--- config.mk ---
export PLATFORM = sky130hd
export DESIGN_NAME = sync_layer_header_parser_flat
export DESIGN_NICKNAME = d
export VERILOG_FILES = /design/src/design/slhp_pkg.sv /design/src/design/slhp_in_if.sv /design/src/design/slhp_out_if.sv /design/src/design/slhp_front.sv /design/src/design/slhp_back.sv /design/src/design/sync_layer_header_parser.sv /design/src/flat_wrapper.sv
export SDC_FILE = /design/constraint.sdc
export NUM_CORES = 1
export LEC_CHECK = 0
export BUFFER_PORTS_ARGS = -buffer_cell sky130_fd_sc_hd__buf_4
export CAP_MARGIN = 40
export CORE_MARGIN = 2
export CORE_UTILIZATION = 55
export CTS_CLUSTER_DIAMETER = 200
export DETAILED_ROUTE_END_ITERATION = 16
export GPL_TIMING_DRIVEN = 0
export HOLD_SLACK_MARGIN = 0.12
export PLACE_DENSITY = 0.74
export SLEW_MARGIN = 15
export SYNTH_ARGS = -nofsm -noshare
export SYNTH_HDL_FRONTEND = slang
export SYNTH_SLANG_ARGS = --single-unit
--- constraint.sdc ---
create_clock -name clk -period 33.2 [get_ports clk]
set_clock_uncertainty 0.15 [all_clocks]
set_input_delay 3.32 -clock clk [delete_from_list [all_inputs] [get_ports clk]]
set_output_delay 3.32 -clock clk [all_outputs]
set_load 0.1 [all_outputs]
--- src/design/slhp_pkg.sv ---
`default_nettype none
// ----------------------------------------------------------------------------
// slhp_pkg
// Shared types and constants for the sync-layer header parser.
// ----------------------------------------------------------------------------
package slhp_pkg;

  localparam int TIMESTAMP_WIDTH_DEF = 64;
  localparam int AU_LENGTH_WIDTH_DEF = 32;
  localparam int RATE_WIDTH_DEF      = 32;
  localparam int PAD_BITS            = 3;

  typedef enum logic [4:0] {
    PH_IDLE, PH_AUS, PH_AUE, PH_OCRF, PH_IDLEF, PH_PADF, PH_PADB, PH_SEQ,
    PH_PRIF, PH_PRI, PH_OCR, PH_RAP, PH_AUSEQ, PH_DTSF, PH_CTSF, PH_RATEF,
    PH_DTS, PH_CTS, PH_AULEN, PH_RATE, PH_DONE
  } phase_t;

  typedef enum logic [3:0] {
    F_AUS, F_AUE, F_OCR, F_IDLE, F_PAD, F_PRI, F_RAP, F_DTS, F_CTS, F_RATE
  } flag_idx_t;

  typedef enum logic [2:0] {
    CFG_USE_FLAGS, CFG_OCR_LEN, CFG_SEQ_LEN, CFG_PRI_LEN,
    CFG_AUSEQ_LEN, CFG_TS_LEN, CFG_AUL_LEN, CFG_RATE_LEN
  } cfg_idx_t;

  typedef struct packed {
    logic [5:0] use_flags;
    logic [6:0] ocr_len;
    logic [4:0] seq_len;
    logic [3:0] pri_len;
    logic [4:0] ausq_len;
    logic [6:0] ts_len;
    logic [5:0] aul_len;
    logic [5:0] rate_len;
  } cfg_t;

  typedef struct packed {
    logic [7:0] header_byte;
    logic       header_start;
  } item_t;

  typedef struct packed {
    logic [9:0]  flag_bits;
    logic [2:0]  padding_count;
    logic [15:0] packet_seq;
    logic [14:0] priority_value;
    logic [63:0] clock_ref;
    logic [15:0] au_seq;
    logic [63:0] decode_time;
    logic [63:0] compose_time;
    logic [31:0] au_size;
    logic [31:0] bit_rate;
    logic [5:0]  header_bytes;
  } result_t;

endpackage
`default_nettype wire

--- src/design/slhp_in_if.sv ---
`default_nettype none
// ----------------------------------------------------------------------------
// slhp_in_if
// Header byte channel: valid/ready with one byte and its start mark.
// ----------------------------------------------------------------------------
interface slhp_in_if;
  logic       valid;
  logic       ready;
  logic [7:0] header_byte;
  logic       header_start;

  modport source (output valid, output header_byte, output header_start, input ready);
  modport sink   (input valid, input header_byte, input header_start, output ready);
endinterface
`default_nettype wire

--- src/design/slhp_out_if.sv ---
`default_nettype none
// ----------------------------------------------------------------------------
// slhp_out_if
// Parsed header channel: valid/ready with every header field.
// ----------------------------------------------------------------------------
interface slhp_out_if;
  logic        valid;
  logic        ready;
  logic [9:0]  flag_bits;
  logic [2:0]  padding_count;
  logic [15:0] packet_seq;
  logic [14:0] priority_value;
  logic [63:0] clock_ref;
  logic [15:0] au_seq;
  logic [63:0] decode_time;
  logic [63:0] compose_time;
  logic [31:0] au_size;
  logic [31:0] bit_rate;
  logic [5:0]  header_bytes;

  modport source (output valid, output flag_bits, output padding_count, output packet_seq,
                  output priority_value, output clock_ref, output au_seq,
                  output decode_time, output compose_time, output au_size,
                  output bit_rate, output header_bytes, input ready);
  modport sink   (input valid, input flag_bits, input padding_count, input packet_seq,
                  input priority_value, input clock_ref, input au_seq,
                  input decode_time, input compose_time, input au_size,
                  input bit_rate, input header_bytes, output ready);
endinterface
`default_nettype wire

--- src/design/slhp_front.sv ---
`default_nettype none
// ----------------------------------------------------------------------------
// slhp_front
// Input side: accepts header words into a two-entry queue for the parser.
// ----------------------------------------------------------------------------
module slhp_front
  import slhp_pkg::*;
(
  input  wire logic  clk,
  input  wire logic  rst_n,
  input  wire logic  push_valid,
  output logic       push_ready,
  input  wire item_t push_item,
  output logic       pop_valid,
  input  wire logic  pop_ready,
  output item_t      pop_item
);

  item_t      mem_r [2];
  logic       wr_ptr_r, wr_ptr_nxt;
  logic       rd_ptr_r, rd_ptr_nxt;
  logic [1:0] count_r, count_nxt;
  logic       push, pop;

  assign push_ready = (count_r != 2'd2);
  assign pop_valid  = (count_r != 2'd0);
  assign pop_item   = mem_r[rd_ptr_r];
  assign push       = push_valid && push_ready;
  assign pop        = pop_valid && pop_ready;

  always_comb begin
    wr_ptr_nxt = push ? ~wr_ptr_r : wr_ptr_r;
    rd_ptr_nxt = pop ? ~rd_ptr_r : rd_ptr_r;
    count_nxt  = count_r + {1'b0, push} - {1'b0, pop};
  end

  always_ff @(posedge clk) begin
    if (!rst_n) begin
      wr_ptr_r <= 1'b0;
      rd_ptr_r <= 1'b0;
      count_r  <= 2'd0;
    end else begin
      wr_ptr_r <= wr_ptr_nxt;
      rd_ptr_r <= rd_ptr_nxt;
      count_r  <= count_nxt;
    end
  end

  always_ff @(posedge clk) begin
    if (push) begin
      mem_r[wr_ptr_r] <= push_item;
    end
  end

endmodule
`default_nettype wire

--- src/design/slhp_back.sv ---
`default_nettype none
// ----------------------------------------------------------------------------
// slhp_back
// Parser: shifts header bits into fields and finds the next present field.
// ----------------------------------------------------------------------------
module slhp_back
  import slhp_pkg::*;
#(
  parameter int TIMESTAMP_WIDTH = TIMESTAMP_WIDTH_DEF,
  parameter int AU_LENGTH_WIDTH = AU_LENGTH_WIDTH_DEF,
  parameter int RATE_WIDTH      = RATE_WIDTH_DEF
)
(
  input  wire logic  clk,
  input  wire logic  rst_n,
  input  wire cfg_t  cfg,
  input  wire logic  pop_valid,
  output logic       pop_ready,
  input  wire item_t pop_item,
  output logic       emit_valid,
  input  wire logic  emit_ready,
  output result_t    emit_data
);

  phase_t      phase_r, phase_nxt;
  phase_t      seek_from_r, seek_from_nxt;
  logic        seek_r, seek_nxt;
  logic        start_r, start_nxt;
  logic [6:0]  left_r, left_nxt;
  logic [3:0]  avail_r, avail_nxt;
  logic [7:0]  byte_r, byte_nxt;
  logic [63:0] accum_r, accum_nxt;
  logic [5:0]  cnt_r, cnt_nxt;

  logic [9:0]  flags_r, flags_nxt;
  logic [2:0]  pad_r, pad_nxt;
  logic [15:0] seq_r, seq_nxt;
  logic [14:0] pri_r, pri_nxt;
  logic [63:0] ocr_r, ocr_nxt;
  logic [15:0] ausq_r, ausq_nxt;
  logic [63:0] dts_r, dts_nxt;
  logic [63:0] cts_r, cts_nxt;
  logic [31:0] aul_r, aul_nxt;
  logic [31:0] rate_r, rate_nxt;

  logic [6:0]  seq_sat, ocr_sat, ausq_sat, ts_sat, aul_sat, rate_sat;
  logic        body, au;
  logic [6:0]  lens [32];
  phase_t      found;
  logic [3:0]  take;
  logic [63:0] acc_sh;
  logic        pop;

  // Saturate configured widths to each field's maximum.
  always_comb begin
    seq_sat  = (cfg.seq_len > 5'd16) ? 7'd16 : 7'(cfg.seq_len);
    ocr_sat  = (cfg.ocr_len > 7'd64) ? 7'd64 : cfg.ocr_len;
    ausq_sat = (cfg.ausq_len > 5'd16) ? 7'd16 : 7'(cfg.ausq_len);
    ts_sat   = (cfg.ts_len > 7'(TIMESTAMP_WIDTH)) ? 7'(TIMESTAMP_WIDTH) : cfg.ts_len;
    aul_sat  = (7'(cfg.aul_len) > 7'(AU_LENGTH_WIDTH)) ? 7'(AU_LENGTH_WIDTH)
                                                      : 7'(cfg.aul_len);
    rate_sat = (7'(cfg.rate_len) > 7'(RATE_WIDTH)) ? 7'(RATE_WIDTH) : 7'(cfg.rate_len);
  end

  // Per-phase length and first present phase at or after seek_from_r.
  always_comb begin
    body = !flags_r[F_IDLE] && (!flags_r[F_PAD] || pad_r != 3'd0);
    au   = body && flags_r[F_AUS];
    for (int i = 0; i < 32; i++) begin
      case (phase_t'(5'(i)))
        PH_AUS:   lens[i] = cfg.use_flags[0] ? 7'd1 : 7'd0;
        PH_AUE:   lens[i] = cfg.use_flags[1] ? 7'd1 : 7'd0;
        PH_OCRF:  lens[i] = (cfg.ocr_len != 7'd0) ? 7'd1 : 7'd0;
        PH_IDLEF: lens[i] = cfg.use_flags[2] ? 7'd1 : 7'd0;
        PH_PADF:  lens[i] = cfg.use_flags[3] ? 7'd1 : 7'd0;
        PH_PADB:  lens[i] = flags_r[F_PAD] ? 7'(PAD_BITS) : 7'd0;
        PH_SEQ:   lens[i] = body ? seq_sat : 7'd0;
        PH_PRIF:  lens[i] = (body && cfg.pri_len != 4'd0) ? 7'd1 : 7'd0;
        PH_PRI:   lens[i] = (body && flags_r[F_PRI]) ? 7'(cfg.pri_len) : 7'd0;
        PH_OCR:   lens[i] = (body && flags_r[F_OCR]) ? ocr_sat : 7'd0;
        PH_RAP:   lens[i] = (au && cfg.use_flags[4]) ? 7'd1 : 7'd0;
        PH_AUSEQ: lens[i] = au ? ausq_sat : 7'd0;
        PH_DTSF:  lens[i] = (au && cfg.use_flags[5]) ? 7'd1 : 7'd0;
        PH_CTSF:  lens[i] = (au && cfg.use_flags[5]) ? 7'd1 : 7'd0;
        PH_RATEF: lens[i] = (au && cfg.rate_len != 6'd0) ? 7'd1 : 7'd0;
        PH_DTS:   lens[i] = (au && flags_r[F_DTS]) ? ts_sat : 7'd0;
        PH_CTS:   lens[i] = (au && flags_r[F_CTS]) ? ts_sat : 7'd0;
        PH_AULEN: lens[i] = au ? aul_sat : 7'd0;
        PH_RATE:  lens[i] = (au && flags_r[F_RATE]) ? rate_sat : 7'd0;
        default:  lens[i] = 7'd0;
      endcase
    end
    found = PH_DONE;
    for (int i = PH_RATE; i >= PH_AUS; i--) begin
      if (5'(i) >= seek_from_r && lens[i] != 7'd0) begin
        found = phase_t'(5'(i));
      end
    end
  end

  // Bits taken from the current byte this cycle and the shifted field value.
  always_comb begin
    take   = (7'(avail_r) < left_r) ? avail_r : left_r[3:0];
    acc_sh = (accum_r << take) | 64'(byte_r >> (4'd8 - take));
  end

  assign pop_ready  = !seek_r && avail_r == 4'd0;
  assign pop        = pop_valid && pop_ready;
  assign emit_valid = seek_r && found == PH_DONE;

  always_comb begin
    emit_data.flag_bits      = flags_r;
    emit_data.padding_count  = pad_r;
    emit_data.packet_seq     = seq_r;
    emit_data.priority_value = pri_r;
    emit_data.clock_ref      = ocr_r;
    emit_data.au_seq         = ausq_r;
    emit_data.decode_time    = dts_r;
    emit_data.compose_time   = cts_r;
    emit_data.au_size        = aul_r;
    emit_data.bit_rate       = rate_r;
    emit_data.header_bytes   = cnt_r;
  end

  always_comb begin
    phase_nxt     = phase_r;
    seek_from_nxt = seek_from_r;
    seek_nxt      = seek_r;
    start_nxt     = start_r;
    left_nxt      = left_r;
    avail_nxt     = avail_r;
    byte_nxt      = byte_r;
    accum_nxt     = accum_r;
    cnt_nxt       = cnt_r;
    flags_nxt     = flags_r;
    pad_nxt       = pad_r;
    seq_nxt       = seq_r;
    pri_nxt       = pri_r;
    ocr_nxt       = ocr_r;
    ausq_nxt      = ausq_r;
    dts_nxt       = dts_r;
    cts_nxt       = cts_r;
    aul_nxt       = aul_r;
    rate_nxt      = rate_r;
    if (seek_r) begin
      if (found == PH_DONE) begin
        // Header finished: drop the rest of the byte once the result is taken.
        if (emit_ready) begin
          phase_nxt = PH_DONE;
          seek_nxt  = 1'b0;
          start_nxt = 1'b0;
          avail_nxt = 4'd0;
          left_nxt  = 7'd0;
        end
      end else begin
        phase_nxt = found;
        left_nxt  = lens[found];
        accum_nxt = 64'd0;
        seek_nxt  = 1'b0;
        if (start_r) begin
          cnt_nxt   = cnt_r + 6'd1;
          start_nxt = 1'b0;
        end
      end
    end else if (avail_r != 4'd0) begin
      accum_nxt = acc_sh;
      left_nxt  = left_r - 7'(take);
      avail_nxt = avail_r - take;
      byte_nxt  = byte_r << take;
      if (left_r == 7'(take)) begin
        seek_nxt      = 1'b1;
        seek_from_nxt = phase_t'(phase_r + 5'd1);
        case (phase_r)
          PH_AUS:   flags_nxt[F_AUS]  = acc_sh[0];
          PH_AUE:   flags_nxt[F_AUE]  = acc_sh[0];
          PH_OCRF:  flags_nxt[F_OCR]  = acc_sh[0];
          PH_IDLEF: flags_nxt[F_IDLE] = acc_sh[0];
          PH_PADF:  flags_nxt[F_PAD]  = acc_sh[0];
          PH_PADB:  pad_nxt  = acc_sh[2:0];
          PH_SEQ:   seq_nxt  = acc_sh[15:0];
          PH_PRIF:  flags_nxt[F_PRI]  = acc_sh[0];
          PH_PRI:   pri_nxt  = acc_sh[14:0];
          PH_OCR:   ocr_nxt  = acc_sh;
          PH_RAP:   flags_nxt[F_RAP]  = acc_sh[0];
          PH_AUSEQ: ausq_nxt = acc_sh[15:0];
          PH_DTSF:  flags_nxt[F_DTS]  = acc_sh[0];
          PH_CTSF:  flags_nxt[F_CTS]  = acc_sh[0];
          PH_RATEF: flags_nxt[F_RATE] = acc_sh[0];
          PH_DTS:   dts_nxt  = acc_sh;
          PH_CTS:   cts_nxt  = acc_sh;
          PH_AULEN: aul_nxt  = acc_sh[31:0];
          PH_RATE:  rate_nxt = acc_sh[31:0];
          default:  ;
        endcase
      end
    end else if (pop) begin
      if (pop_item.header_start) begin
        // New header: clear captures and look for its first field.
        flags_nxt     = 10'b0;
        flags_nxt[F_AUS] = 1'b1;
        flags_nxt[F_AUE] = 1'b1;
        pad_nxt       = 3'd0;
        seq_nxt       = 16'd0;
        pri_nxt       = 15'd0;
        ocr_nxt       = 64'd0;
        ausq_nxt      = 16'd0;
        dts_nxt       = 64'd0;
        cts_nxt       = 64'd0;
        aul_nxt       = 32'd0;
        rate_nxt      = 32'd0;
        cnt_nxt       = 6'd0;
        seek_nxt      = 1'b1;
        seek_from_nxt = PH_AUS;
        start_nxt     = 1'b1;
        byte_nxt      = pop_item.header_byte;
        avail_nxt     = 4'd8;
      end else if (phase_r != PH_IDLE && phase_r != PH_DONE) begin
        cnt_nxt   = cnt_r + 6'd1;
        byte_nxt  = pop_item.header_byte;
        avail_nxt = 4'd8;
      end
    end
  end

  always_ff @(posedge clk) begin
    if (!rst_n) begin
      phase_r     <= PH_IDLE;
      seek_from_r <= PH_AUS;
      seek_r      <= 1'b0;
      start_r     <= 1'b0;
      left_r      <= 7'd0;
      avail_r     <= 4'd0;
      cnt_r       <= 6'd0;
      flags_r     <= 10'b11;
      pad_r       <= 3'd0;
    end else begin
      phase_r     <= phase_nxt;
      seek_from_r <= seek_from_nxt;
      seek_r      <= seek_nxt;
      start_r     <= start_nxt;
      left_r      <= left_nxt;
      avail_r     <= avail_nxt;
      cnt_r       <= cnt_nxt;
      flags_r     <= flags_nxt;
      pad_r       <= pad_nxt;
    end
  end

  always_ff @(posedge clk) begin
    byte_r  <= byte_nxt;
    accum_r <= accum_nxt;
    seq_r   <= seq_nxt;
    pri_r   <= pri_nxt;
    ocr_r   <= ocr_nxt;
    ausq_r  <= ausq_nxt;
    dts_r   <= dts_nxt;
    cts_r   <= cts_nxt;
    aul_r   <= aul_nxt;
    rate_r  <= rate_nxt;
  end

`ifndef ASSERT_OFF
  a_emit_from_seek: assert property (@(posedge clk) disable iff (!rst_n)
    emit_valid |-> seek_r) else $error("result raised outside a field search");

  a_shift_in_field: assert property (@(posedge clk) disable iff (!rst_n)
    (!seek_r && avail_r != 4'd0) |-> (phase_r != PH_IDLE && phase_r != PH_DONE
                                      && left_r != 7'd0))
    else $error("bits shifted with no open field");

  a_stall_holds: assert property (@(posedge clk) disable iff (!rst_n)
    (emit_valid && !emit_ready) |=> (seek_r && $stable(cnt_r)))
    else $error("stalled result lost");
`endif

endmodule
`default_nettype wire

--- src/design/sync_layer_header_parser.sv ---
`default_nettype none
// ----------------------------------------------------------------------------
// sync_layer_header_parser
// Reads sync-layer packet header fields from a byte stream, one result per
// completed header, using widths and presence from the configuration registers.
// ----------------------------------------------------------------------------
// Flow: each byte is loaded, then shifted into each field it ends or carries
//   on, with a next-field search after each field it ends; the final search
//   offers the result, which the output register takes when empty or drained.
// Throughput: one word per cycle into a two-entry queue while it has room;
//   the parser takes a new byte only once the last is shifted out and searched.
// Reset: synchronous active-low rst_n clears queue, parser and registers;
//   timestamp_length resets to 32, all other registers to 0.
module sync_layer_header_parser
  import slhp_pkg::*;
#(
  parameter int TIMESTAMP_WIDTH = TIMESTAMP_WIDTH_DEF,
  parameter int AU_LENGTH_WIDTH = AU_LENGTH_WIDTH_DEF,
  parameter int RATE_WIDTH      = RATE_WIDTH_DEF
)
(
  input  wire logic       clk,
  input  wire logic       rst_n,
  slhp_in_if.sink         in_ch,
  slhp_out_if.source      out_ch,
  input  wire logic       cfg_we,
  input  wire logic [2:0] cfg_index,
  input  wire logic [6:0] cfg_wdata
);

  cfg_t    cfg_r, cfg_nxt;
  item_t   push_item, pop_item;
  logic    pop_valid, pop_ready;
  logic    emit_valid, emit_ready;
  result_t emit_data;
  result_t out_r;
  logic    out_valid_r, out_valid_nxt;

  // Configuration writes: take the low bits of the word for each register.
  always_comb begin
    cfg_nxt = cfg_r;
    if (cfg_we) begin
      case (cfg_idx_t'(cfg_index))
        CFG_USE_FLAGS: cfg_nxt.use_flags = cfg_wdata[5:0];
        CFG_OCR_LEN:   cfg_nxt.ocr_len   = cfg_wdata;
        CFG_SEQ_LEN:   cfg_nxt.seq_len   = cfg_wdata[4:0];
        CFG_PRI_LEN:   cfg_nxt.pri_len   = cfg_wdata[3:0];
        CFG_AUSEQ_LEN: cfg_nxt.ausq_len  = cfg_wdata[4:0];
        CFG_TS_LEN:    cfg_nxt.ts_len    = cfg_wdata;
        CFG_AUL_LEN:   cfg_nxt.aul_len   = cfg_wdata[5:0];
        CFG_RATE_LEN:  cfg_nxt.rate_len  = cfg_wdata[5:0];
        default:       cfg_nxt = cfg_r;
      endcase
    end
  end

  always_ff @(posedge clk) begin
    if (!rst_n) begin
      cfg_r <= '{use_flags: 6'd0, ocr_len: 7'd0, seq_len: 5'd0, pri_len: 4'd0,
                 ausq_len: 5'd0, ts_len: 7'd32, aul_len: 6'd0, rate_len: 6'd0};
    end else begin
      cfg_r <= cfg_nxt;
    end
  end

  // Front: queue the incoming words.
  assign push_item.header_byte  = in_ch.header_byte;
  assign push_item.header_start = in_ch.header_start;

  slhp_front u_front (
    .clk        (clk),
    .rst_n      (rst_n),
    .push_valid (in_ch.valid),
    .push_ready (in_ch.ready),
    .push_item  (push_item),
    .pop_valid  (pop_valid),
    .pop_ready  (pop_ready),
    .pop_item   (pop_item)
  );

  // Back: parse bits into fields.
  slhp_back #(
    .TIMESTAMP_WIDTH (TIMESTAMP_WIDTH),
    .AU_LENGTH_WIDTH (AU_LENGTH_WIDTH),
    .RATE_WIDTH      (RATE_WIDTH)
  ) u_back (
    .clk        (clk),
    .rst_n      (rst_n),
    .cfg        (cfg_r),
    .pop_valid  (pop_valid),
    .pop_ready  (pop_ready),
    .pop_item   (pop_item),
    .emit_valid (emit_valid),
    .emit_ready (emit_ready),
    .emit_data  (emit_data)
  );

  // Output register: load when empty or being drained, hold otherwise.
  assign emit_ready = !out_valid_r || out_ch.ready;

  always_comb begin
    out_valid_nxt = out_valid_r;
    if (emit_valid && emit_ready) begin
      out_valid_nxt = 1'b1;
    end else if (out_ch.ready) begin
      out_valid_nxt = 1'b0;
    end
  end

  always_ff @(posedge clk) begin
    if (!rst_n) begin
      out_valid_r <= 1'b0;
    end else begin
      out_valid_r <= out_valid_nxt;
    end
  end

  always_ff @(posedge clk) begin
    if (emit_valid && emit_ready) begin
      out_r <= emit_data;
    end
  end

  assign out_ch.valid          = out_valid_r;
  assign out_ch.flag_bits      = out_r.flag_bits;
  assign out_ch.padding_count  = out_r.padding_count;
  assign out_ch.packet_seq     = out_r.packet_seq;
  assign out_ch.priority_value = out_r.priority_value;
  assign out_ch.clock_ref      = out_r.clock_ref;
  assign out_ch.au_seq         = out_r.au_seq;
  assign out_ch.decode_time    = out_r.decode_time;
  assign out_ch.compose_time   = out_r.compose_time;
  assign out_ch.au_size        = out_r.au_size;
  assign out_ch.bit_rate       = out_r.bit_rate;
  assign out_ch.header_bytes   = out_r.header_bytes;

endmodule
`default_nettype wire

--- src/flat_wrapper.sv ---
// flat-port wrapper written by rule: the top's interface ports become plain ports
module sync_layer_header_parser_flat import slhp_pkg::*;
#(
  parameter int TIMESTAMP_WIDTH = TIMESTAMP_WIDTH_DEF,
  parameter int AU_LENGTH_WIDTH = AU_LENGTH_WIDTH_DEF,
  parameter int RATE_WIDTH      = RATE_WIDTH_DEF
)
  (clk, rst_n, cfg_we, cfg_index, cfg_wdata, in_ch_valid, in_ch_header_byte, in_ch_header_start, in_ch_ready, out_ch_valid, out_ch_flag_bits, out_ch_padding_count, out_ch_packet_seq, out_ch_priority_value, out_ch_clock_ref, out_ch_au_seq, out_ch_decode_time, out_ch_compose_time, out_ch_au_size, out_ch_bit_rate, out_ch_header_bytes, out_ch_ready);
  slhp_in_if in_ch_i ();
  slhp_out_if out_ch_i ();
  input  wire logic clk;
  input  wire logic rst_n;
  input  wire logic cfg_we;
  input  wire logic [2:0] cfg_index;
  input  wire logic [6:0] cfg_wdata;
  input wire logic [$bits(in_ch_i.valid)-1:0] in_ch_valid;
  input wire logic [$bits(in_ch_i.header_byte)-1:0] in_ch_header_byte;
  input wire logic [$bits(in_ch_i.header_start)-1:0] in_ch_header_start;
  output wire logic [$bits(in_ch_i.ready)-1:0] in_ch_ready;
  output wire logic [$bits(out_ch_i.valid)-1:0] out_ch_valid;
  output wire logic [$bits(out_ch_i.flag_bits)-1:0] out_ch_flag_bits;
  output wire logic [$bits(out_ch_i.padding_count)-1:0] out_ch_padding_count;
  output wire logic [$bits(out_ch_i.packet_seq)-1:0] out_ch_packet_seq;
  output wire logic [$bits(out_ch_i.priority_value)-1:0] out_ch_priority_value;
  output wire logic [$bits(out_ch_i.clock_ref)-1:0] out_ch_clock_ref;
  output wire logic [$bits(out_ch_i.au_seq)-1:0] out_ch_au_seq;
  output wire logic [$bits(out_ch_i.decode_time)-1:0] out_ch_decode_time;
  output wire logic [$bits(out_ch_i.compose_time)-1:0] out_ch_compose_time;
  output wire logic [$bits(out_ch_i.au_size)-1:0] out_ch_au_size;
  output wire logic [$bits(out_ch_i.bit_rate)-1:0] out_ch_bit_rate;
  output wire logic [$bits(out_ch_i.header_bytes)-1:0] out_ch_header_bytes;
  input wire logic [$bits(out_ch_i.ready)-1:0] out_ch_ready;
  assign in_ch_i.valid = in_ch_valid;
  assign in_ch_i.header_byte = in_ch_header_byte;
  assign in_ch_i.header_start = in_ch_header_start;
  assign in_ch_ready = in_ch_i.ready;
  assign out_ch_valid = out_ch_i.valid;
  assign out_ch_flag_bits = out_ch_i.flag_bits;
  assign out_ch_padding_count = out_ch_i.padding_count;
  assign out_ch_packet_seq = out_ch_i.packet_seq;
  assign out_ch_priority_value = out_ch_i.priority_value;
  assign out_ch_clock_ref = out_ch_i.clock_ref;
  assign out_ch_au_seq = out_ch_i.au_seq;
  assign out_ch_decode_time = out_ch_i.decode_time;
  assign out_ch_compose_time = out_ch_i.compose_time;
  assign out_ch_au_size = out_ch_i.au_size;
  assign out_ch_bit_rate = out_ch_i.bit_rate;
  assign out_ch_header_bytes = out_ch_i.header_bytes;
  assign out_ch_i.ready = out_ch_ready;
  sync_layer_header_parser #(.TIMESTAMP_WIDTH(TIMESTAMP_WIDTH), .AU_LENGTH_WIDTH(AU_LENGTH_WIDTH), .RATE_WIDTH(RATE_WIDTH)) u_core (.clk(clk), .rst_n(rst_n), .in_ch(in_ch_i), .out_ch(out_ch_i), .cfg_we(cfg_we), .cfg_index(cfg_index), .cfg_wdata(cfg_wdata));
endmodule
# After elaboration in Yosys (flattened, before gate mapping)
# Memories as Yosys holds them, arrays and structs flattened. A register that Yosys moved wholly into a read port is not among the register bits.
# Cells that the tools add are included.
# Widths: inputs -> output; s select.
# totals
reg_bits,790
ramBits,18
in_bits,24
output_inout_bits,324
word_cells,413
mem_count,1
# mem_list
memory,words,width,read_ports,rd_ports_with_merged_regs,wr,line_no,text
u_core.u_front.mem_r,2,9,1,1,1,slhp_front.sv:19,item_t mem_r [2];
# op_classes
add_sub_neg,7
order_cmp,27
n_eq_ne,57
shifts,3
n_mux,148
n_bitwise,5
n_reduce_logical,114
# ops
operator,n
$mux 64,14
$mux 32,8
$mux 5,28
$reduce_bool 7->1,19
$mux 16,8
$reduce_and 5->1,20
$mux 7,11
$mux 15,5
$mux 6,11
$or 64x64->64,1
$shl 64x4->64,1
$shr 8x4->64,1
$ne 2x1->1 const B,24
$eq 5x4->1 const B,8
$ge 4x5->1 const A,8
$mux 10,4
$mux 1,38
$logic_and 1x1->1,36
$mux 4,9
$bmux 7 s5,1
$mux 8,4
$eq 5x5->1 const B,5
$reduce_and 2->1,11
$eq 5x3->1 const B,4
other kinds (41),82

# Logic depth before layout (Yosys ltp)
# Gate-level depths: netlist (run 1).
# depth
word_depth,33
depth_mapped,20
depth_no_buf,17

# Modules after synthesis
# From an unflattened synthesis (run 1), not the netlist that was laid out.
# unflattened
hier_cells,1966
hier_area_um2,31477.7
# modules_own_cells
module,n_inst,cells_per_inst,area_per_inst_um2
slhp_back,1,1411,19105.8
sync_layer_header_parser,1,497,11464.7
slhp_front,1,58,907.1

# Worst setup path after synthesis (run 1)
# No wires, ideal clock.
# synth_timing
path_type,input port to flip-flop
startpoint,input port out_ch_ready
endpoint,register u_core.u_back.avail_r[2]
t_arrival_ns,27.739
required_ns,32.913
path_slack_ns,5.174
cell_stages,5
n_path_buf,0
path_cell_list,nor2b_1 > nor3_1 > nor2_1 > a22oi_1 > nor2_1
# synth_via
elab_chain_cells,3
# synth_rtl
element,line_no,text
"start, declared",flat_wrapper.sv:32,input wire logic [$bits(out_ch_i.ready)-1:0] out_ch_ready;
$logic_or 1x1->1,sync_layer_header_parser.sv:99,assign emit_ready = !out_valid_r || out_ch.ready;
$ne 2x1->1 (no source line),--,
$reduce_and 4->1 (no source line),--,
"end signal, assigned",slhp_back.sv:242,avail_r <= avail_nxt;
"end, declared",slhp_back.sv:30,"logic [3:0] avail_r, avail_nxt;"
# No other way between the ends.
# A chain may end at the register's enable or synchronous reset.

# Worst setup path after layout (run 1)
# layout_timing
startpoint,register u_core.u_back.left_r[1]
endpoint,"register u_core.u_back.cts_r[46], enable pin"
# layout_via
elab_chain_cells,5
# layout_rtl
element,line_no,text
"start, declared",slhp_back.sv:29,"logic [6:0] left_r, left_nxt;"
"start signal, assigned",slhp_back.sv:241,left_r <= left_nxt;
$lt 4x7->1,slhp_back.sv:103,take = (7'(avail_r) < left_r) ? avail_r : left_r[3:0];
$mux 4,slhp_back.sv:103,
$eq 7x4->1 (*),slhp_back.sv:170,if (left_r == 7'(take)) begin
$ne 2x1->1 (no source line) (*),--,
$reduce_and 5->1 (no source line) (*),--,
"end signal, assigned",slhp_back.sv:257,cts_r <= cts_nxt;
"end, declared",slhp_back.sv:42,"logic [63:0] cts_r, cts_nxt;"
# Mark *: on every way between the ends. The rest lies on a longest branch, timed or not.

==> flow_summary_export.csv, run 1 <==
group,metric,value,unit
synth,synth.ff_latch_count,809,
route,first_pass_iters,5,
setup_path,worst-path-max-fanout,18,
route,detail_route.wirelength,79300,um
outcome,status,"complete, no violations",
final_layout,ff_latch_area,23400,um^2
synth,yosysSeqAreaShare,73.4,%
setup_path,r2r_slack,26670,ps
cts,cts_hold_buffers,0,
route,via_per_inst,5.87,
synth,synth_cell_types,86,
final_layout,layout.cells.non_filler,3272,
setup_path,required,33370,ps
global_routing,antenna_found_initial,0,
floorplanning,ios,348,
setup_path,crit_type,"reg2reg",
power,p_leak,13.8,nW
global_routing,grt_overflow,0,
final_layout,final_common_cell,"edfxtp_1",
cts,cts_buffer_depth,3,
setup_path,start_kind,"register",
cts,post_cts_resized,0,
timing,worst_pin_slew,882,ps
final_layout,fin_nets,2496,
timing,relSlewSlack,41.2,%
power,ir_worst_vdd,0.0823,mV
final_layout,nFillCells,3931,
synth,yosysWarnings,0,
global_routing,grt_pass1_vias,19000,
synth,netlist_area,31800,um^2
cts,numCtsBuffers,79,
final_layout,num_antenna_cells,0,
timing,slew_viol_final,0,
power,power_density,116,nW/um^2
global_routing,grt_max_degree,26,
timing,finalHoldViolCount,0,
route,dr_total_vias,19200,
setup_path,critPathCaptureType,"register",
global_routing,grt_pass1_wl,117000,um
synth,syn_avg_cell_area,16.1,um^2
cts,postCtsSetupBuffers,0,
timing,setup-violations-final,0,
synth,synth.net_count,2018,
final_layout,fin_util,67.1,%
min_path,min_path_type,"reg2reg",
cts,path_clk_slew,60,ps
floorplanning,dieArea,59800,um^2
route,detail_route.wl_per_cell,24.2,um
setup_path,crit_arrival,6700,ps
cts,htree_levels,3,
floorplanning,coreArea,57500,um^2
placed_design,port_buffers,341,
global_routing,track_usage,26.3,%
final_layout,drive_gt1_share,24.9,%
placed_design,place.gp.congestion,0.933,
final_layout,multi_input_area,8020,um^2
synth,syn_inst,1973,
synth,synth_edf_count,715,
synth,synth-main-ff-cell,"edfxtp_1",
placed_design,hpwl,57800,um
timing,timing.fmax,0.153,GHz
final_layout,final_cell_mix,"edfxtp_1, buf_4, mux2i_1",
cts,clk_latency,640,ps
route,drt_iter0_drc,1859,
route,antenna_left,0,
floorplanning,start_util,55.3,%
cts,cts_tree,"yes",
route,drc,0,
floorplanning,fp.dieH,244,um
timing,min_period,6530,ps
final_layout,syn_to_final_growth,21.4,%
timing,finalCritPeriodShare,19.7,%
flow_run,cap_viol_max_count,0,
timing,rsz0062_at_grt,"false",
cts,cts_sinks,809,
placed_design,numPlacedInstances,3132,
synth,async_reset_ff_share,0,%
floorplanning,rows,88,
floorplanning,die_x,244,um
cts,root_buffer,"clkbuf_16",
## sequential cells by signal, indices dropped and copies added, names as in the netlist, 16 cells and up, named ones only
name	flops
u_core.out_ch.clock_ref	64
u_core.out_ch.bit_rate	32
u_core.u_back.aul_r	32
u_core.u_back.accum_r	64
u_core.u_back.rate_r	32
u_core.out_ch.au_seq	16
u_core.u_back.dts_r	64
u_core.u_back.cts_r	64
u_core.out_ch.au_size	32
u_core.out_ch.packet_seq	16
u_core.u_front.mem_r	18
u_core.u_back.ausq_r	16
u_core.u_back.seq_r	16
u_core.u_back.ocr_r	64
u_core.out_ch.compose_time	64
u_core.cfg_r	46
u_core.out_ch.decode_time	64
## cell families (layout without fill, tap and decap cells)
group,after synthesis,count (layout),synth area share (%)
muxes,233,233,9.75
buffers and inverters,124,658,1.55
adders and majority gates,21,21,0.874
and+or+nand+nor,513,513,8.38
DFF,809,809,73.4
xor gates and xnor gates,14,14,0.386
AOI/OAI and AO/OA,259,259,5.62
## metal layers
metal  wire (um)  share of wire, %  track usage (%)  up-vias
met4        3140               4.0             11.6        0
met5           0                 0                0        -
li1            -                 -                -     8608
met3        4600               5.8             3.83      163
met1       31000                39             33.3     9579
met2       40600                51             45.3      843
## synth_stat cells (23+ instances only)
cell type | count | area share [%]
o21ai_0 | 42 | 0.66
clkbuf_1 | 61 | 0.72
nor2_1 | 130 | 1.5
edfxtp_1 | 715 | 68
nor3_1 | 28 | 0.44
and2_1 | 140 | 2.8
inv_1 | 23 | 0.27
a21oi_1 | 66 | 1.0
nand2_1 | 85 | 1.0
mux2i_1 | 167 | 5.3
dfxtp_1 | 94 | 5.9
mux4_2 | 61 | 4.3
nand3_1 | 39 | 0.61
## per-stage QoR
stage                     hold WS [ps]  setup TNS [ps]  power, mW  worst slack (ps)  area [um^2]
after CTS                          258               0       4.49             26740        38600
after floorplan                    250               0       2.99              5170        31800
after detailed placement           255               0       3.61             26660        36000
after global routing               263               0       4.69             26360        38600
final                              255               0       4.49             26670        38600
after global placement             252         -356950       3.53             -3560        35300
## final cells by class
cell class	instances	share of cell area [%]
multi-input combinational	1040	20.8
tap	765	2.48
clock inverter	45	1.19
sequential	809	60.5
clock buffer	92	5.33
buffer	98	1.03
timing repair buffer	397	8.42
inverter	26	0.253
## worst max-delay path: stages (launching register included)
cell and delay (ps):
dfxtp_1 490, inv_1 80, ha_1 290, a21o_1 100
a21o_1 140, a21oi_1 140, o21ai_0 340, nand2_1 240
inv_1 130, clkbuf_1 610, clkbuf_1 720, ha_1 330
nand4_1 110, nor3_1 360, o21ai_1 370, clkbuf_1 290
buf_6 210, nor2_4 490, buf_16 230, buf_16 170
buf_16 180
## path summary, 6_finish.rpt
| check | startpoint | depth (start not counted) | end |
|---|---|---|---|
| worst max-delay path | u_core.u_back.left_r[1]$_SDFFE_PN0P_ | 20 | u_core.u_back.cts_r[46]$_DFFE_PP_ |
| worst min-delay path | u_core.u_back.ocr_r[33]$_DFFE_PP_ | 0 | u_core.out_ch.clock_ref[33]$_DFFE_PP_ |
| worst max register to register | u_core.u_back.left_r[1]$_SDFFE_PN0P_ | 20 | u_core.u_back.cts_r[46]$_DFFE_PP_ |
| worst min register to register | u_core.u_back.ocr_r[33]$_DFFE_PP_ | 0 | u_core.out_ch.clock_ref[33]$_DFFE_PP_ |
## power breakdown
group | total (mW) | switching, mW | internal (mW)
Clock | 0.870 | 0.375 | 0.495
Sequential | 1.82 | 0.129 | 1.69
Combinational | 1.80 | 1.20 | 0.600
Total | 4.49 | 1.70 | 2.79
No activity file was read; power rests on OpenSTA's default activity.
==> run 2: changes to the inputs <==
==> constraint.sdc (replaced) <==
create_clock -name clk -period 6.39 [get_ports clk]
set_clock_uncertainty 0.15 [all_clocks]
set_input_delay 0.639 -clock clk [delete_from_list [all_inputs] [get_ports clk]]
set_output_delay 0.639 -clock clk [all_outputs]
set_load 0.1 [all_outputs]
==> flow_summary_export.csv, run 2 (synthesis gave the netlist of run 1 again) <==
group,metric,value,unit
outcome,status,"complete, no violations",
min_path,min_path_type,"in2reg",
route,drt_iter0_drc,1765,
setup_path,max_stage_delay,580,ps
route,antenna_left,0,
cts,cts_sinks,809,
timing,min_period,6080,ps
cts,path_clk_slew,60,ps
final_layout,fin_util,67.5,%
final_layout,num_antenna_cells,0,
timing,finalCritPeriodShare,95.2,%
floorplanning,start_util,55.3,%
timing,setup-violations-final,0,
setup_path,crit_type,"reg2reg",
cts,cts_buffer_depth,3,
cts,numCtsBuffers,77,
final_layout,drive_gt1_share,24.7,%
timing,worst_pin_slew,916,ps
floorplanning,ios,348,
flow_run,cap_viol_max_count,0,
global_routing,grt_pass1_wl,117000,um
floorplanning,rows,88,
placed_design,place.gp.congestion,0.936,
floorplanning,dieArea,59800,um^2
setup_path,required,6550,ps
floorplanning,coreArea,57500,um^2
timing,slew_viol_final,0,
global_routing,track_usage,26.3,%
global_routing,grt_overflow,0,
route,dr_total_vias,19300,
timing,timing.hold.ws,159,ps
setup_path,critPathTopFamily,"buffers and inverters",
placed_design,hpwl,57300,um
cts,root_buffer,"clkbuf_16",
setup_path,crit_buf_inv,8,
route,drc,0,
final_layout,fin_nets,2492,
final_layout,nFillCells,3909,
final_layout,syn_to_final_growth,21.9,%
route,detail_route.wl_per_cell,24.2,um
timing,relSlewSlack,38.8,%
floorplanning,fp.dieH,244,um
floorplanning,die_x,244,um
setup_path,start_kind,"register",
final_layout,final_cell_mix,"edfxtp_1, buf_4, mux2i_1",
timing,timing.fmax,0.164,GHz
final_layout,multi_input_area,8040,um^2
power,ir_worst_vdd,0.328,mV
final_layout,final_common_cell,"edfxtp_1",
setup_path,crit_arrival,6250,ps
setup_path,critPathCaptureType,"register",
global_routing,grt_max_degree,27,
cts,htree_levels,3,
setup_path,slowest_stage,"nor2_4",
route,via_per_inst,5.89,
final_layout,ff_latch_area,23400,um^2
power,p_leak,13.8,nW
setup_path,path_cells,"inv_1, ha_1, a21o_1, a21o_1, a21oi_1, o21ai_0, nand2_1, inv_1, clkbuf_1, clkbuf_2, ha_1, nand4_1, nor3_1, o21ai_1, clkbuf_1, buf_6, nor2_4, buf_16, buf_12",
power,power,23.4,mW
placed_design,port_buffers,341,
power,power_density,602,nW/um^2
cts,clk_latency,630,ps
timing,rsz0062_at_grt,"false",
route,detail_route.wirelength,79200,um
global_routing,grt_pass1_vias,18900,
timing,finalHoldViolCount,0,
route,first_pass_iters,6,
cts,cts_tree,"yes",
setup_path,worst-path-max-fanout,23,
global_routing,antenna_found_initial,0,
-- run 2: layout make-up --
type | instances | share of cell area (%)
sequential | 809 | 60.2
multi-input combinational | 1040 | 20.7
timing repair buffer | 395 | 8.72
clock buffer | 95 | 5.28
tap | 765 | 2.47
clock inverter | 44 | 1.25
buffer | 98 | 1.06
inverter | 26 | 0.252
-- run 2: per-layer routing --
metal	track usage (%)	up-vias	routed length, um
met5	0	-	0
met4	10.5	0	2820
met3	3.08	155	4560
met2	45.7	847	41000
met1	33.8	9683	30800
li1	-	8585	-
-- run 2: metrics by stage --
stage	setup WS (ps)	cells	instance area, um^2	TNS (ps)
final	305	3272	38800	0
after global routing	42.6	3272	38800	0
after CTS	115	3268	38700	0
after detailed placement	-14.6	3120	36100	-250
after global placement	-7890	3079	35400	-2922710
after floorplan	-4340	1973	31800	-1262320
-- run 2: worst paths after layout --
check                                                             to  slack, ps                                  from  cells past startpoint
worst max-delay path               u_core.u_back.dts_r[33]$_DFFE_PP_        310  u_core.u_back.left_r[1]$_SDFFE_PN0P_                     19
worst min-delay path                   u_core.cfg_r[39]$_SDFFE_PN0P_        160                          cfg_wdata[6]                      3
worst max register to register     u_core.u_back.dts_r[33]$_DFFE_PP_        310  u_core.u_back.left_r[1]$_SDFFE_PN0P_                     19
worst min register to register  u_core.out_ch.clock_ref[9]$_DFFE_PP_        240      u_core.u_back.ocr_r[9]$_DFFE_PP_                      0
-- run 2: repair_timing --
action,4_1_cts,5_1_grt
buffers inserted,0,2
cloned,0,0
resized for setup,1,0
pin swaps,0,1
hold buffers,9,0
endpoints found under the setup margin,47,24
endpoints found under the hold margin,18,0
-- run 2: worst register-to-register path: cells and delay by family (launching register included) --
family | cells | cell delay (ps)
AO/OA/AOI/OAI | 5 | 1250
adder cells (fa/ha/maj) | 2 | 760
buffers and inverters | 8 | 1880
flip-flops | 1 | 470
AND/OR/NAND/NOR | 4 | 1240
-- run 2: power breakdown --
part / internal (mW) / switching [mW]
logic: 3.11 / 6.23
clock network: 2.60 / 1.95
registers: 8.80 / 0.669
total: 14.5 / 8.85
==> run 3: changes to the inputs <==
--- a/config.mk
+++ b/config.mk
@@ -5,6 +5,7 @@
 export SDC_FILE = /design/constraint.sdc
 export NUM_CORES = 1
 export LEC_CHECK = 0
+export ABC_AREA = 1
 export BUFFER_PORTS_ARGS = -buffer_cell sky130_fd_sc_hd__buf_4
 export CAP_MARGIN = 40
 export CORE_MARGIN = 2
==> flow_summary_export.csv, run 3 <==
group,metric,value,unit
final_layout,nFillCells,4024,
power,p_leak,14.6,nW
timing,slew_viol_final,0,
global_routing,grt_overflow,0,
placed_design,hpwl,56900,um
setup_path,required,6550,ps
outcome,status,"complete, no violations",
cts,clk_latency,630,ps
min_path,min_path_type,"in2reg",
cts,cts_sinks,809,
global_routing,grt_pass1_vias,20300,
timing,finalHoldViolCount,0,
setup_path,startpoint,"u_core.u_back.left_r[1]$_SDFFE_PN0P_",
setup_path,r2r_slack,330,ps
setup_path,r2r_cells,25,
timing,min_period,6060,ps
power,power,23.2,mW
final_layout,num_antenna_cells,0,
timing,timing.fmax,0.165,GHz
synth,synth_edf_count,715,
synth,yosysWarnings,0,
global_routing,antenna_found_initial,0,
final_layout,layout.cells.non_filler,3760,
synth,netlist_area,31400,um^2
placed_design,port_buffers,346,
synth,synth-main-ff-cell,"edfxtp_1",
setup_path,r2r-end,"u_core.u_back.dts_r[33]$_DFFE_PP_",
synth,async_reset_ff_share,0,%
floorplanning,ios,348,
cts,cts_buffer_depth,3,
route,dr_total_vias,20900,
final_layout,final_common_cell,"edfxtp_1",
route,antenna_left,0,
final_layout,drive_gt1_share,19.4,%
synth,synth.ff_latch_count,809,
route,first_pass_iters,7,
global_routing,grt_max_degree,38,
final_layout,fin_nets,2982,
cts,root_buffer,"clkbuf_16",
placed_design,place.gp.congestion,0.942,
timing,worst_pin_slew,820,ps
floorplanning,fp.dieH,243,um
setup_path,start_kind,"register",
synth,syn_inst,2460,
global_routing,track_usage,26.7,%
synth,synth_top_area_cell,"edfxtp_1",
placed_design,numPlacedInstances,3597,
timing,rsz0062_at_grt,"false",
route,detail_route.wirelength,79200,um
floorplanning,dieArea,58900,um^2
synth,synth.net_count,2505,
timing,setup-violations-final,0,
synth,synth_common_cells,"edfxtp_1, nand2_1, nor2_1",
synth,yosysSeqAreaShare,74.5,%
power,ir_worst_vdd,0.329,mV
floorplanning,die_x,243,um
floorplanning,coreArea,56400,um^2
setup_path,worst-path-max-fanout,17,
cts,path_clk_slew,60,ps
synth,syn_avg_cell_area,12.7,um^2
synth,synth_area_leaders,"edfxtp_1, dfxtp_1, nand2_1, o21ai_0, nor2_1",
route,detail_route.wl_per_cell,21.1,um
cts,cts_tree,"yes",
setup_path,critPathCaptureType,"register",
final_layout,final_cell_mix,"edfxtp_1, nand2_1, buf_4",
route,via_per_inst,5.55,
floorplanning,start_util,55.6,%
setup_path,cp-endpoint,"u_core.u_back.dts_r[33]$_DFFE_PP_",
global_routing,grt_pass1_wl,120000,um
route,drc,0,
setup_path,r2r-start,"u_core.u_back.left_r[1]$_SDFFE_PN0P_",
final_layout,syn_to_final_growth,23.1,%
floorplanning,rows,87,
route,drt_iter0_drc,1804,
timing,finalCritPeriodShare,94.9,%
cts,numCtsBuffers,79,
cts,htree_levels,3,
timing,relSlewSlack,45.3,%
synth,synth_cell_types,56,
power,power_density,601,nW/um^2
setup_path,crit_type,"reg2reg",
setup_path,crit_arrival,6220,ps
synth,synth_top_area_share,68.5,%
flow_run,cap_viol_max_count,0,
synth,yosysMostFrequentCell,"edfxtp_1",
==> run 3: cell count changes after synthesis, moves of 11 or more <==
cell / change
and3_1: -16
a21oi_1: +42
nand3_1: +53
mux4_2: -61
nand2_1: +303
and2_1: -139
clkbuf_1: +11
nor2_1: +158
inv_1: +148
o21ai_0: +203
mux2i_1: -87
nand2b_1: -11
==> run 3: how the worst min path moves through the flow <==
stage / start / cells after the start / slack [ps] / to
floorplan: u_core.u_back.ausq_r[0]$_DFFE_PP_ / 0 / 250 / u_core.out_ch.au_seq[0]$_DFFE_PP_
global placement: u_core.u_back.rate_r[18]$_DFFE_PP_ / 0 / 250 / u_core.out_ch.bit_rate[18]$_DFFE_PP_
detailed placement: u_core.u_back.aul_r[12]$_DFFE_PP_ / 0 / 250 / u_core.out_ch.au_size[12]$_DFFE_PP_
CTS: cfg_wdata[0] / 3 / 170 / u_core.cfg_r[40]$_SDFFE_PN0P_
global route: cfg_wdata[3] / 3 / 200 / u_core.cfg_r[31]$_SDFFE_PN0P_
finish: in_ch_valid / 3 / 200 / u_core.u_front.wr_ptr_r$_SDFFE_PN0P_
==> run 3: cells by family (layout without fill, tap and decap cells) <==
kind of cell | Yosys count | after routing | share of synthesized area (%)
flip-flops | 809 | 809 | 74.5
adder cells (fa/ha/maj) | 21 | 21 | 0.886
XOR/XNOR | 6 | 6 | 0.168
AO/OA/AOI/OAI | 435 | 435 | 7.54
buffers and inverters | 279 | 823 | 3.50
multiplexers | 80 | 80 | 2.55
AND/OR/NAND/NOR | 830 | 830 | 10.9
==> run 3: routing by layer <==
layer | vias to the layer above | wire (um) | global-route usage [%]
li1 | 9675 | - | -
met4 | 0 | 1850 | 7.76
met1 | 10200 | 33600 | 36.8
met5 | - | 0 | 0
met2 | 863 | 38800 | 44.4
met3 | 112 | 4930 | 3.86
==> run 3: critical path: stages, from the launching register on <==
cell and delay [ps]:
dfxtp_1 460, inv_1 80, ha_1 280, o211ai_1 80, nand2_1 60, a21oi_1 60
nor2_2 310, nand2_1 160, o21ai_4 190, clkinv_1 250, clkbuf_2 340, buf_2 320
ha_1 340, nand2_1 50, nor3_1 170, nor2_1 70, nor3_1 330, buf_2 270
inv_1 110, clkbuf_1 260, buf_1 200, buf_6 180, a21oi_4 400, buf_16 230
buf_16 190, buf_16 170
==> run 3: area by class of cell <==
cell class	instances	area [um^2]	share of cell area, %
timing repair buffer	396	3540	9.17
clock inverter	53	512	1.33
tap	756	946	2.45
multi-input combinational	1372	7040	18.2
buffer	96	410	1.06
sequential	809	23400	60.5
inverter	183	689	1.79
clock buffer	95	2100	5.44
==> run 3: repair_timing <==
action / CTS / global route
setup endpoints to repair: 50 / 216
hold endpoints to repair: 20 / 0
buffers inserted: 0 / 3
hold buffers: 11 / 0
gates resized for setup: 1 / 5
==> run 3: power breakdown <==
group	internal, mW	leakage, nW	switching (mW)
sequential	8.78	7.43	0.551
clock	2.66	1.28	1.97
combinational	2.55	5.89	6.71
==> run 3: metrics by stage <==
step / hold slack [ps] / utilization [%] / cell area (um^2) / TNS [ps] / setup slack, ps
floorplan: 250 / - / 31400 / -214120 / -1330
global placement: 252 / 62.0 / 34900 / -1726420 / -3680
detailed placement: 255 / 63.5 / 35800 / -1530 / -43.6
CTS: 165 / 68.3 / 38500 / 0 / 107
global route: 199 / 68.4 / 38600 / 0 / 10.6
finish: 196 / 68.4 / 38600 / 0 / 329
